## config.mk

```make
export PLATFORM = sky130hd
export DESIGN_NAME = windowed_moving_average
export DESIGN_NICKNAME = d
export VERILOG_FILES = /design/src/design/wma_pkg.sv /design/src/design/wma_ram.sv /design/src/design/wma_div.sv /design/src/design/windowed_moving_average.sv
export VERILOG_INCLUDE_DIRS = /design/src /design/src/design
export SDC_FILE = /design/constraint.sdc
export NUM_CORES = 2
export LEC_CHECK = 0
export ABC_AREA = 1
export BUFFER_PORTS_ARGS = -buffer_cell sky130_fd_sc_hd__buf_2
export CORE_ASPECT_RATIO = 0.5
export CORE_MARGIN = 2
export CORE_UTILIZATION = 45
export CTS_BUF_LIST = sky130_fd_sc_hd__clkbuf_4 sky130_fd_sc_hd__clkbuf_8 sky130_fd_sc_hd__clkbuf_16
export DETAILED_ROUTE_END_ITERATION = 16
export MAX_ROUTING_LAYER = met4
export PLACE_DENSITY_LB_ADDON = 0.12
export RECOVER_POWER = 50
export SYNTH_ARGS = -nofsm -noshare
export SYNTH_HDL_FRONTEND = slang
export SYNTH_HIERARCHICAL = 1
export SYNTH_SLANG_ARGS = --single-unit
```

## constraint.sdc

```tcl
create_clock -name aclk -period 7.7 [get_ports aclk]
set_input_delay 1.54 -clock aclk [delete_from_list [all_inputs] [get_ports aclk]]
set_output_delay 1.54 -clock aclk [all_outputs]
set_load 0.005 [all_outputs]
```

## src/design/windowed_moving_average_assert.svh

```systemverilog
// Assertion macros shared by the windowed moving average RTL.
`ifndef WINDOWED_MOVING_AVERAGE_ASSERT_SVH
`define WINDOWED_MOVING_AVERAGE_ASSERT_SVH

// Same-cycle implication, checked out of reset.
`define WMA_ASSERT_SAME(lbl, ante, cons, msg) \
    lbl: assert property (@(posedge aclk) disable iff (!aresetn) (ante) |-> (cons)) \
        else $error(msg);

// Next-cycle implication, checked out of reset.
`define WMA_ASSERT_NEXT(lbl, ante, cons, msg) \
    lbl: assert property (@(posedge aclk) disable iff (!aresetn) (ante) |=> (cons)) \
        else $error(msg);

`endif

```

## src/design/wma_pkg.sv

```systemverilog
// Shared types, constants and register codes of the windowed moving average.
package wma_pkg;

    localparam int SAMPLE_BITS        = 16;
    localparam int DEFAULT_MAX_WINDOW = 64;
    localparam int MAX_RESULTS        = 32;
    localparam int RESULT_CNT_BITS    = $clog2(MAX_RESULTS + 1);

    localparam int CFG_INDEX_BITS = 2;
    localparam int CFG_DATA_BITS  = 7;

    localparam logic [CFG_INDEX_BITS-1:0] CFG_WINDOW_MODE   = 2'd0;
    localparam logic [CFG_INDEX_BITS-1:0] CFG_WINDOW_LENGTH = 2'd1;

    localparam logic MODE_TRIANGULAR  = 1'b0;
    localparam logic MODE_RECTANGULAR = 1'b1;

    localparam logic [CFG_DATA_BITS-1:0] LENGTH_RESET = 7'd24;

    typedef struct packed {
        logic signed [SAMPLE_BITS-1:0] sample;
        logic                          last;
    } in_item_t;

    typedef struct packed {
        logic signed [SAMPLE_BITS-1:0] filtered;
        logic                          last_out;
    } out_item_t;

endpackage

```

## src/design/wma_ram.sv

```systemverilog
// Generic single-write, single-read RAM with registered read data.
module wma_ram #(
    parameter int WIDTH = 16,
    parameter int DEPTH = 64
) (
    input  logic                     aclk,
    input  logic                     we,
    input  logic [$clog2(DEPTH)-1:0] waddr,
    input  logic [WIDTH-1:0]         wdata,
    input  logic                     re,
    input  logic [$clog2(DEPTH)-1:0] raddr,
    output logic [WIDTH-1:0]         rdata
);

    logic [WIDTH-1:0] mem_reg [DEPTH];
    logic [WIDTH-1:0] rdata_reg;

    always_ff @(posedge aclk) begin
        if (we) begin
            mem_reg[waddr] <= wdata;
        end
        if (re) begin
            rdata_reg <= mem_reg[raddr];
        end
    end

    assign rdata = rdata_reg;

endmodule

```

## src/design/wma_div.sv

```systemverilog
// Restoring divider, one quotient bit per cycle; quotient must fit QUO_BITS.
module wma_div #(
    parameter int NUM_BITS = 30,
    parameter int DEN_BITS = 14,
    parameter int QUO_BITS = 16
) (
    input  logic                aclk,
    input  logic                aresetn,
    input  logic                start,
    input  logic [NUM_BITS-1:0] num,
    input  logic [DEN_BITS-1:0] den,
    output logic                busy,
    output logic                done,
    output logic [QUO_BITS-1:0] quo
);

    localparam int CNT_BITS = $clog2(QUO_BITS + 1);

    logic [DEN_BITS-1:0] rem_reg, rem_next;
    logic [QUO_BITS-1:0] shf_reg, shf_next;
    logic [CNT_BITS-1:0] cnt_reg, cnt_next;
    logic                done_reg, done_next;
    logic [DEN_BITS:0]   cand;
    logic                ge;

    // Numerator bits shift out of the top of shf while quotient bits enter below.
    assign cand = {rem_reg, shf_reg[QUO_BITS-1]};
    assign ge   = cand >= {1'b0, den};

    always_comb begin
        rem_next  = rem_reg;
        shf_next  = shf_reg;
        cnt_next  = cnt_reg;
        done_next = 1'b0;
        if (start) begin
            // High part stays below den because the quotient fits QUO_BITS.
            rem_next = DEN_BITS'(num >> QUO_BITS);
            shf_next = num[QUO_BITS-1:0];
            cnt_next = CNT_BITS'(QUO_BITS);
        end else if (cnt_reg != '0) begin
            rem_next  = ge ? DEN_BITS'(cand - {1'b0, den}) : DEN_BITS'(cand);
            shf_next  = {shf_reg[QUO_BITS-2:0], ge};
            cnt_next  = cnt_reg - 1'b1;
            done_next = (cnt_reg == CNT_BITS'(1));
        end
    end

    always_ff @(posedge aclk) begin
        if (!aresetn) begin
            cnt_reg  <= '0;
            done_reg <= 1'b0;
        end else begin
            cnt_reg  <= cnt_next;
            done_reg <= done_next;
        end
        rem_reg <= rem_next;
        shf_reg <= shf_next;
    end

    assign busy = (cnt_reg != '0);
    assign done = done_reg;
    assign quo  = shf_reg;

endmodule

```

## src/design/windowed_moving_average.sv

```systemverilog
// Top level: centered weighted moving average with sequencer and MAC.
//
// Usage:
//   s_valid/s_ready/s_data take one sample (with its last flag) per transfer.
//   m_valid/m_ready/m_data deliver filtered values, zero or more per sample;
//   last_out marks the final value of a sequence after a last sample.
//   cfg_valid/cfg_ready/cfg_index/cfg_data write window_mode (index 0) and
//   window_length (index 1); cfg_ready is always high, write only when idle.
// Timing:
//   A sample is accepted, then the sequencer checks what is due. For each
//   filtered value the taps go one per cycle through the RAM read and
//   multiply-accumulate pipeline, which drains (sooner when the last taps
//   fall off the sequence) before the shared bit-serial divider starts; the
//   value is then handed to the output register and the check runs again.
//   s_ready stays low until every value due for the sample is handed over.
// Reset: clears the sequence counters, valid flags and configuration; the
//   history RAM is not cleared, as only current-sequence entries are read.
// Stall: a waiting result sits in the output register; the next result is
//   computed meanwhile and held in the divider until the register frees up.
`include "windowed_moving_average_assert.svh"

module windowed_moving_average #(
    parameter int MAX_WINDOW = wma_pkg::DEFAULT_MAX_WINDOW
) (
    input  logic                                aclk,
    input  logic                                aresetn,
    input  logic                                s_valid,
    output logic                                s_ready,
    input  wma_pkg::in_item_t                   s_data,
    output logic                                m_valid,
    input  logic                                m_ready,
    output wma_pkg::out_item_t                  m_data,
    input  logic                                cfg_valid,
    output logic                                cfg_ready,
    input  logic [wma_pkg::CFG_INDEX_BITS-1:0]  cfg_index,
    input  logic [wma_pkg::CFG_DATA_BITS-1:0]   cfg_data
);

    import wma_pkg::*;

    localparam int AW        = $clog2(MAX_WINDOW);
    localparam int LEN_BITS  = $clog2(MAX_WINDOW + 1);
    localparam int DW        = LEN_BITS + 2;
    localparam int WSUM_BITS = 2 * LEN_BITS;
    localparam int PROD_BITS = SAMPLE_BITS + LEN_BITS + 1;
    localparam int ACC_BITS  = SAMPLE_BITS + WSUM_BITS + 1;
    localparam int NUM_BITS  = SAMPLE_BITS + WSUM_BITS;
    localparam logic [RESULT_CNT_BITS-1:0] N_CAP = RESULT_CNT_BITS'(MAX_RESULTS);

    localparam logic [2:0] ST_IDLE  = 3'd0;
    localparam logic [2:0] ST_CHECK = 3'd1;
    localparam logic [2:0] ST_MAC   = 3'd2;
    localparam logic [2:0] ST_DIV   = 3'd3;
    localparam logic [2:0] ST_EMIT  = 3'd4;

    // Configuration
    logic                mode_reg;
    logic [CFG_DATA_BITS-1:0] length_reg;

    // Sequencer state
    logic [2:0]                 state_reg, state_next;
    logic [AW-1:0]              head_reg, head_next, head_inc;
    logic [LEN_BITS-1:0]        seen_reg, seen_next;
    logic [LEN_BITS-1:0]        outpos_reg, outpos_next;
    logic                       fin_reg, fin_next;
    logic [RESULT_CNT_BITS-1:0] n_reg, n_next;
    logic [LEN_BITS-1:0]        back_reg, back_next;
    logic [LEN_BITS-1:0]        k_reg, k_next;
    logic                       last_pend_reg, last_pend_next;
    logic                       neg_reg, neg_next;
    logic                       zero_reg, zero_next;

    // MAC pipeline
    logic                         p1_reg, p2_reg;
    logic [LEN_BITS-1:0]          w1_reg, w2_reg;
    logic signed [PROD_BITS-1:0]  prod_reg;
    logic signed [ACC_BITS-1:0]   acc_reg, acc_next;
    logic [WSUM_BITS-1:0]         wsum_reg, wsum_next;

    // Output register
    logic      m_valid_reg, m_valid_next;
    out_item_t m_data_reg, m_data_next;

    // Derived values
    logic [LEN_BITS-1:0] len, half, lag, pending, weight;
    logic                accept, issue, in_range, mac_done, out_free, stop;
    logic signed [DW-1:0] d;
    logic [AW:0]          addr_sum;
    logic [AW-1:0]        rd_addr;
    logic [SAMPLE_BITS-1:0] ram_q;
    logic [ACC_BITS-1:0]  mag;
    logic [NUM_BITS-1:0]  div_num;
    logic                 div_start, div_busy, div_done;
    logic [SAMPLE_BITS-1:0] div_quo;

    // Clamp the length register to 1 .. MAX_WINDOW.
    always_comb begin
        if (length_reg == '0) begin
            len = LEN_BITS'(1);
        end else if (int'(length_reg) > MAX_WINDOW) begin
            len = LEN_BITS'(MAX_WINDOW);
        end else begin
            len = LEN_BITS'(length_reg);
        end
    end

    assign half    = len >> 1;
    assign lag     = len - half - 1'b1;
    assign pending = seen_reg - outpos_reg;

    assign s_ready   = (state_reg == ST_IDLE);
    assign accept    = s_valid && s_ready;
    assign cfg_ready = 1'b1;
    assign head_inc  = (head_reg == AW'(MAX_WINDOW - 1)) ? '0 : head_reg + 1'b1;

    // Tap k reads the sample 'back + half - k' positions behind the newest.
    assign issue    = (state_reg == ST_MAC) && (k_reg < len);
    assign d        = $signed({2'b00, back_reg}) + $signed({2'b00, half})
                      - $signed({2'b00, k_reg});
    assign in_range = !d[DW-1] && (d[DW-2:0] < {1'b0, seen_reg});
    assign addr_sum = (AW+1)'(head_reg) + (AW+1)'(MAX_WINDOW) - (AW+1)'(d[DW-2:0]);
    assign rd_addr  = (addr_sum >= (AW+1)'(MAX_WINDOW))
                      ? AW'(addr_sum - (AW+1)'(MAX_WINDOW)) : AW'(addr_sum);

    always_comb begin
        if (mode_reg == MODE_RECTANGULAR) begin
            weight = LEN_BITS'(1);
        end else if ({k_reg, 1'b0} < {1'b0, len}) begin
            weight = k_reg + 1'b1;
        end else begin
            weight = len - k_reg;
        end
    end

    assign mac_done  = (k_reg == len) && !p1_reg && !p2_reg;
    assign div_start = (state_reg == ST_MAC) && mac_done;
    assign out_free  = !m_valid_reg || m_ready;

    // Round to nearest, ties away from zero: divide |acc| + wsum/2 by wsum.
    assign mag     = acc_reg[ACC_BITS-1] ? ACC_BITS'(-acc_reg) : ACC_BITS'(acc_reg);
    assign div_num = NUM_BITS'(mag) + NUM_BITS'(wsum_reg >> 1);

    assign stop = (pending == '0) || (n_reg == N_CAP) || (!fin_reg && (pending <= lag));

    always_comb begin
        state_next     = state_reg;
        head_next      = head_reg;
        seen_next      = seen_reg;
        outpos_next    = outpos_reg;
        fin_next       = fin_reg;
        n_next         = n_reg;
        back_next      = back_reg;
        k_next         = k_reg;
        last_pend_next = last_pend_reg;
        neg_next       = neg_reg;
        zero_next      = zero_reg;
        acc_next       = acc_reg;
        wsum_next      = wsum_reg;
        m_valid_next   = m_valid_reg && !m_ready;
        m_data_next    = m_data_reg;
        unique case (state_reg)
            ST_IDLE: begin
                if (accept) begin
                    head_next = head_inc;
                    // Saturated history drops its oldest sample.
                    if (seen_reg < LEN_BITS'(MAX_WINDOW)) begin
                        seen_next = seen_reg + 1'b1;
                    end else if (outpos_reg != '0) begin
                        outpos_next = outpos_reg - 1'b1;
                    end
                    fin_next   = s_data.last;
                    n_next     = '0;
                    state_next = ST_CHECK;
                end
            end
            ST_CHECK: begin
                if (stop) begin
                    if (fin_reg) begin
                        seen_next   = '0;
                        outpos_next = '0;
                    end
                    state_next = ST_IDLE;
                end else begin
                    back_next      = pending - 1'b1;
                    k_next         = '0;
                    acc_next       = '0;
                    wsum_next      = '0;
                    last_pend_next = fin_reg && ((pending == LEN_BITS'(1))
                                                 || (n_reg == N_CAP - 1'b1));
                    state_next     = ST_MAC;
                end
            end
            ST_MAC: begin
                if (issue) begin
                    k_next = k_reg + 1'b1;
                end
                if (p2_reg) begin
                    acc_next  = acc_reg + ACC_BITS'(prod_reg);
                    wsum_next = wsum_reg + WSUM_BITS'(w2_reg);
                end
                if (mac_done) begin
                    neg_next   = acc_reg[ACC_BITS-1];
                    zero_next  = (wsum_reg == '0);
                    state_next = ST_DIV;
                end
            end
            ST_DIV: begin
                if (div_done) begin
                    state_next = ST_EMIT;
                end
            end
            ST_EMIT: begin
                // Hold the quotient until the output register frees up.
                if (out_free) begin
                    m_valid_next = 1'b1;
                    if (zero_reg) begin
                        m_data_next.filtered = '0;
                    end else if (neg_reg) begin
                        m_data_next.filtered = -div_quo;
                    end else begin
                        m_data_next.filtered = div_quo;
                    end
                    m_data_next.last_out = last_pend_reg;
                    outpos_next = outpos_reg + 1'b1;
                    n_next      = n_reg + 1'b1;
                    state_next  = ST_CHECK;
                end
            end
            default: begin
                state_next = ST_IDLE;
            end
        endcase
    end

    always_ff @(posedge aclk) begin
        if (!aresetn) begin
            state_reg   <= ST_IDLE;
            head_reg    <= '0;
            seen_reg    <= '0;
            outpos_reg  <= '0;
            n_reg       <= '0;
            p1_reg      <= 1'b0;
            p2_reg      <= 1'b0;
            m_valid_reg <= 1'b0;
            mode_reg    <= MODE_TRIANGULAR;
            length_reg  <= LENGTH_RESET;
        end else begin
            state_reg   <= state_next;
            head_reg    <= head_next;
            seen_reg    <= seen_next;
            outpos_reg  <= outpos_next;
            n_reg       <= n_next;
            p1_reg      <= issue && in_range;
            p2_reg      <= p1_reg;
            m_valid_reg <= m_valid_next;
            if (cfg_valid && cfg_ready) begin
                unique case (cfg_index)
                    CFG_WINDOW_MODE:   mode_reg   <= cfg_data[0];
                    CFG_WINDOW_LENGTH: length_reg <= cfg_data;
                    default: begin
                    end
                endcase
            end
        end
        fin_reg       <= fin_next;
        back_reg      <= back_next;
        k_reg         <= k_next;
        last_pend_reg <= last_pend_next;
        neg_reg       <= neg_next;
        zero_reg      <= zero_next;
        acc_reg       <= acc_next;
        wsum_reg      <= wsum_next;
        m_data_reg    <= m_data_next;
        w1_reg        <= weight;
        w2_reg        <= w1_reg;
        prod_reg      <= $signed(ram_q) * $signed({1'b0, w1_reg});
    end

    assign m_valid = m_valid_reg;
    assign m_data  = m_data_reg;

    wma_ram #(
        .WIDTH (SAMPLE_BITS),
        .DEPTH (MAX_WINDOW)
    ) u_history (
        .aclk  (aclk),
        .we    (accept),
        .waddr (head_inc),
        .wdata (s_data.sample),
        .re    (issue && in_range),
        .raddr (rd_addr),
        .rdata (ram_q)
    );

    wma_div #(
        .NUM_BITS (NUM_BITS),
        .DEN_BITS (WSUM_BITS),
        .QUO_BITS (SAMPLE_BITS)
    ) u_div (
        .aclk    (aclk),
        .aresetn (aresetn),
        .start   (div_start),
        .num     (div_num),
        .den     (wsum_reg),
        .busy    (div_busy),
        .done    (div_done),
        .quo     (div_quo)
    );

    `WMA_ASSERT_SAME(a_pos_within_seen, 1'b1, outpos_reg <= seen_reg, "output position past kept samples")
    `WMA_ASSERT_SAME(a_result_cap, state_reg == ST_EMIT, n_reg < N_CAP, "result cap exceeded")
    `WMA_ASSERT_SAME(a_div_start_idle, div_start, !div_busy, "divider restarted while busy")
    `WMA_ASSERT_NEXT(a_busy_after_accept, accept, state_reg == ST_CHECK, "sample transfer did not start a check")

endmodule
```

* Yosys cells after proc, flatten, opt, wreduce, memory -nomap -nowiden
Memory sizes are Yosys's and may differ from the RTL's. A register that Yosys moved wholly into a read port is not among the register bits. Index checks and enable logic that the tools add are counted.
Storage, ports and cells: register bits 194, memory bits (writable) 1024, bits of input ports 31, logic and storage cells 179, memories 1
Cells by class: add/subtract/negate cells 23, $mul 1, order comparisons 8, equality and inequality tests 23, muxes and demuxes 46, bitwise logic cells 3, reduce and logical (&&, ||, !) cells 46
Memories:
- u_history.mem_reg | depth 64, width 16, rd ports 1, clocked after Yosys merged registers in 1, wr ports 1, line wma_ram.sv:15 | logic [WIDTH-1:0] mem_reg [DEPTH];
Operator list (count):
- two-way mux 7 bit | 13
- two-way mux 14 bit | 5
- two-way mux 31 bit | 2
- case mux 31 bit (2 select lines) | 1
- two-way mux 16 bit | 3
- adder 31 x 24 -> 31 bit | 1
- adder 30 x 13 -> 30 bit | 1
- two-way mux 30 bit | 1
- negation 30 bit | 1
- case mux 14 bit (2 select lines) | 1
- case mux 7 bit (2 select lines) | 2
- multiplier 16 x 8 -> 24 bit | 1
- two-way mux 6 bit | 4
- adder 7 x 1 -> 7 bit (second input constant) | 3
- case mux 7 bit (3 select lines) | 1
- subtractor 7 x 1 -> 7 bit (second input constant) | 3
- subtractor 7 bit | 3
- < comparator 8 x 7 -> 1 bit | 2
- inequality test 2 bit (second input constant) | 8
- negation 16 bit | 1
- >= comparator 15 x 14 -> 1 bit | 1
- case mux 3 bit (5 select lines) | 1
- adder 14 x 7 -> 14 bit | 1
- zero test 14 bit | 1
- other kinds (46) | 89

* Longest topological paths before layout
depth after elaboration 10, mapped depth 24, depth with buffers taken out 24

* Cells and area by module
Netlist, hierarchy kept.
Modules (own cells, without submodules):
- wma_ram | times used 1, cells each 3517, area each 42259.3 µm², sequential area each 31230.0 µm²
- windowed_moving_average | times used 1, cells each 2246, area each 16585.9 µm², sequential area each 3963.8 µm²
- wma_div | times used 1, cells each 373, area each 2741.4 µm², sequential area each 1021.0 µm²

* Worst setup path before layout
Ideal clock, no wire load.
path type register -> register, from reg length_reg[4], to reg acc_reg[0], enable pin, library setup time 0.448 ns, arrival time 4.679 ns, setup slack 2.573 ns, cell stages (with the launch flop) 24, buffers on the path 0, period minus slack after synthesis 5.127 ns, cell sequence dfxtp_1 nor2_1 nand4_1 nand2_1 nand2_1 inv_1 ha_1 a21oi_1 and2_1 inv_1 a21oi_1 o21ai_0 xnor2_1 ha_1 nand2_1 nor2_1 nand2_1 nand4_1 nand2_1 a21oi_1 nand2_2 nand2_1 inv_1 nor2_1
Between the ends: cells in the longest elaborated chain, start to end 10, elaborated cells between the ends (all ways) 11, classes of those cells 2 x add/sub; 2 x order compare; 1 x eq/ne; 2 x mux; 4 x reduce/logical
Ends and longest elaborated chain:
- start, declared | line windowed_moving_average.sv:58 | logic [CFG_DATA_BITS-1:0] length_reg;
- start signal, assigned | line windowed_moving_average.sv:259 | CFG_WINDOW_LENGTH: length_reg <= cfg_data;
- > comparator 7 bit | line windowed_moving_average.sv:100 | end else if (int'(length_reg) > MAX_WINDOW) begin
- two-way mux 7 bit | line windowed_moving_average.sv:100
- two-way mux 7 bit (*) | line windowed_moving_average.sv:98 | if (length_reg == '0) begin
- subtractor 7 x 6 -> 7 bit (*) | line windowed_moving_average.sv:108 | assign lag = len - half - 1'b1;
- subtractor 7 x 1 -> 7 bit (*) | line windowed_moving_average.sv:108
- <= comparator 7 bit (*) | line windowed_moving_average.sv:143 | assign stop = (pending == '0) || (n_reg == N_CAP) || (!fin_reg && (pending <= lag));
- logical AND 1 bit (*) | line windowed_moving_average.sv:143
- logical OR 1 bit (*) | line windowed_moving_average.sv:143
- inequality test 2 bit (no line) (*)
- AND reduction 3 bit (no line) (*)
- end signal, assigned | line windowed_moving_average.sv:271 | acc_reg <= acc_next;
- end, declared | line windowed_moving_average.sv:77 | logic signed [ACC_BITS-1:0] acc_reg, acc_next;
Mark *: on every way between the ends. The rest lies on a longest branch, timed or not. A chain may end at the register's enable or synchronous reset.

* Worst setup path in the final report
from reg length_reg[4], to reg u_history.rdata_reg[5] (netlist: u_history/rdata[5]), read port of u_history.mem_reg (data pin)
Between the ends: cells in the longest elaborated chain, start to end 8, elaborated cells between the ends (all ways) 16, classes of those cells 4 x add/sub; 4 x order compare; 3 x mux; 5 x reduce/logical
Ends and longest elaborated chain:
- > comparator 7 bit | line windowed_moving_average.sv:100
- two-way mux 7 bit | line windowed_moving_average.sv:100
- two-way mux 7 bit (*) | line windowed_moving_average.sv:98
- adder 7 x 6 -> 8 bit (*) | line windowed_moving_average.sv:118 | assign d = $signed({2'b00, back_reg}) + $signed({2'b00, half})
- subtractor 8 x 7 -> 9 bit (*) | line windowed_moving_average.sv:119 | - $signed({2'b00, k_reg});
- subtractor 7 bit (*) | line windowed_moving_average.sv:121 | assign addr_sum = (AW+1)'(head_reg) + (AW+1)'(MAX_WINDOW) - (AW+1)'(d[DW-2:0]);
- net addr_sum[2] | line windowed_moving_average.sv:88 | logic [AW:0] addr_sum;
- subtractor 6 x 1 -> 6 bit / >= comparator 7 bit (equally long branches) | line windowed_moving_average.sv:123, windowed_moving_average.sv:122
- two-way mux 6 bit (*) | line windowed_moving_average.sv:123 | ? AW'(addr_sum - (AW+1)'(MAX_WINDOW)) : AW'(addr_sum);
- end, declared | line wma_ram.sv:16 | logic [WIDTH-1:0] rdata_reg;
Mark *: on every way through the listed nets, which the timed path passes. The rest lies on a longest branch.

==> impl_metrics.env <==
export IMPL_clk_pin_slew_ps=70
export IMPL_synth_seq_cells=1234
export IMPL_maxCapViolCount=19
export IMPL_dr_pass1_iters=6
export IMPL_worst_endpoint_arrival_ps=6260
export IMPL_antenna_cells=0
export IMPL_cts_buffer_depth=3
export IMPL_nets=6472
export IMPL_clk_latency_ps=750
export IMPL_track_usage=0.257
export IMPL_worst_slack_ps=2050
export IMPL_io_pin_count=51
export IMPL_synth_top_area_frac=0.561
export IMPL_num_vias=44000
export IMPL_multi_input_area_sq_um=21800
export IMPL_synth_area_leaders="edfxtp_1 (56%), nand2_1 (11%), nand3_1 (8.1%), ha_1 (3.7%), fa_1 (3.3%)"
export IMPL_drive_gt1_frac=0.0659
export IMPL_syn_nets=6453
export IMPL_drtIter0Drc=4745
export IMPL_cts_htree_levels=3
export IMPL_die_w_um=527
export IMPL_yosysMostFrequentCell="nand2_1"
export IMPL_tightestPinTransition_ps=4180
export IMPL_rows=95
export IMPL_tritoncts="done"
export IMPL_post_cts_buffers=0
export IMPL_numCtsBuffers=113
export IMPL_syn2layout_area_growth_pct=8.97
export IMPL_fin_hold_ws_ps=423
export IMPL_max_slew_margin=-1.79
export IMPL_max_freq_ghz=0.177
export IMPL_finalMaxSlewViolations=1132
export IMPL_port_buffers=49
export IMPL_grt_pass1_vias=42900
export IMPL_grt_max_degree=195
export IMPL_gp_congestion=0.924
export IMPL_dieHeight_um=266
export IMPL_status="finished with violations"
export IMPL_synth_edf_count=1150
export IMPL_violations="max-capacitance violations, max-slew violations"
export IMPL_synthesis_instances=6136
export IMPL_critPathCaptureType="register"
export IMPL_nFillCells=12300
export IMPL_crit_path_max_fanout=65
export IMPL_synth_cell_types=58
export IMPL_avgSynthCellArea_sq_um=10.0
export IMPL_hold_buffers=0
export IMPL_hold_viol=0
export IMPL_hp_class="register to register"
export IMPL_seq_area_frac_synth=0.588
export IMPL_seq_area_sq_um=36200
export IMPL_synth_common_cells="nand2_1 (1882), edfxtp_1 (1150), nand3_1 (991)"
export IMPL_via_per_inst=5.48
export IMPL_synth_ff_type="edfxtp_1"
export IMPL_dp_final_hpwl_um=108000
export IMPL_grt_overflow_total=0
export IMPL_largest_reg_flops=1024
export IMPL_fin_skew_ps=61.4
export IMPL_synth_warnings=6
export IMPL_path_class="register to register"
export IMPL_wl_um=175000
export IMPL_yosys_area_top_type="edfxtp_1"
export IMPL_cts_resized=0
export IMPL_synth_area_sq_um=61600
export IMPL_fp_coreArea_sq_um=135000
export IMPL_dieArea_sq_um=140000
export IMPL_clk_root_buffer_cell="clkbuf_16"
export IMPL_setup_viol=0
export IMPL_start_util=0.456
export IMPL_wl_per_cell_um=21.7
export IMPL_detail_route_antenna_nets=0
export IMPL_setup_worst_path_start_class="register"
export IMPL_timing_final_crit_share=0.734
export IMPL_period_minus_slack_ps=5650
export IMPL_pre_cts_slack_ps=2060
export IMPL_grt_pass1_wl_um=266000
export IMPL_worstPathRequired_ps=8300
export IMPL_antenna_found_initial=4
export IMPL_rsz0062_at_grt="no"
export IMPL_drc=0
export IMPL_cts_sinks=1234
export IMPL_async_flop_share=0
export IMPL_tns_ps=0
[layout make-up]
class,instances,share of cell area
flip-flops and latches,1234,0.540
clock buffers,138,0.0449
multi-input cells,4086,0.324
inverters,551,0.0313
clock inverters,70,0.00984
repair buffers,169,0.0165
well taps,1794,0.0334
[worst max-delay path: stages (launching register included)]
cell and delay (ps):
dfxtp_1 330, nor2_1 120, nand4_1 110, nand2_1 110
nand2_1 180, fa_1 550, inv_1 70, fa_1 580
inv_1 90, fa_4 520, xor2_4 210, inv_4 640
buf_4 900, nand3_1 150, nand2_1 150, nand2_1 70
nand3_1 220, nand3_1 340, nand2_1 180
[path summary, 6_finish.rpt]
| check | to | slack [ps] | cells past startpoint | startpoint |
|---|---|---|---|---|
| worst max-delay path | u_history/rdata[5]$_DFFE_PP_ | 2050 | 18 | length_reg[4]$_SDFFE_PN1P_ |
| worst min-delay path | p2_reg$_SDFF_PN0_ | 420 | 2 | p1_reg$_SDFF_PN0_ |
| worst max register to register | u_history/rdata[5]$_DFFE_PP_ | 2050 | 18 | length_reg[4]$_SDFFE_PN1P_ |
| worst min register to register | p2_reg$_SDFF_PN0_ | 420 | 2 | p1_reg$_SDFF_PN0_ |
[through the flow]
stage          std cells   util  instance area, sq um
6_report            8042  0.497                 67100
5_1_grt             8042  0.497                 67100
4_1_cts             8042  0.498                 67300
3_5_place_dp        7834  0.471                 63600
3_3_place_gp        7834  0.471                 63600
2_1_floorplan       6136      -                 61600
[kinds of logic after synthesis]
| family | share of synthesized area |
|---|---|
| simple gates | 0.232 |
| flops | 0.588 |
| buf+inv | 0.0601 |
| compound gates | 0.0337 |
| fa+ha+maj | 0.0705 |
| xor+xnor | 0.0160 |
| other cells | 0.0000609 |
[metal layers]
layer  up-vias  track usage  part of all wire
met2      1473        0.404              0.46
li1      20800            -                 -
met4         0       0.0626             0.024
met3       243       0.0343             0.068
met1     21500        0.355              0.44
met5         -            -                 0
[cells in the final DEF (no fill, tap or decap), types with 7 or more instances in the layout]
cell,instances
nand2_2,17
nor3_1,29
clkbuf_1,35
fa_1,101
o21bai_1,9
ha_1,184
bufinv_16,9
o21ai_1,8
o21ai_0,113
xor2_1,70
a21oi_1,194
nand3b_1,8
nand4_1,48
buf_2,36
inv_2,8
nor2_1,256
dfxtp_1,84
buf_4,92
nand2_1,1884
nand3_1,991
clkbuf_4,25
xnor2_1,38
nor4_2,7
nor2_2,18
clkinv_1,26
o21a_1,11
clkbuf_16,113
a21o_1,8
inv_1,537
a21boi_0,7
clkinv_2,25
nor2_4,8
edfxtp_1,1150
a31oi_1,11
Power is left out: the tool's default activity adds up to more than one toggle a clock period on the data nets, which glitch-free logic cannot reach.
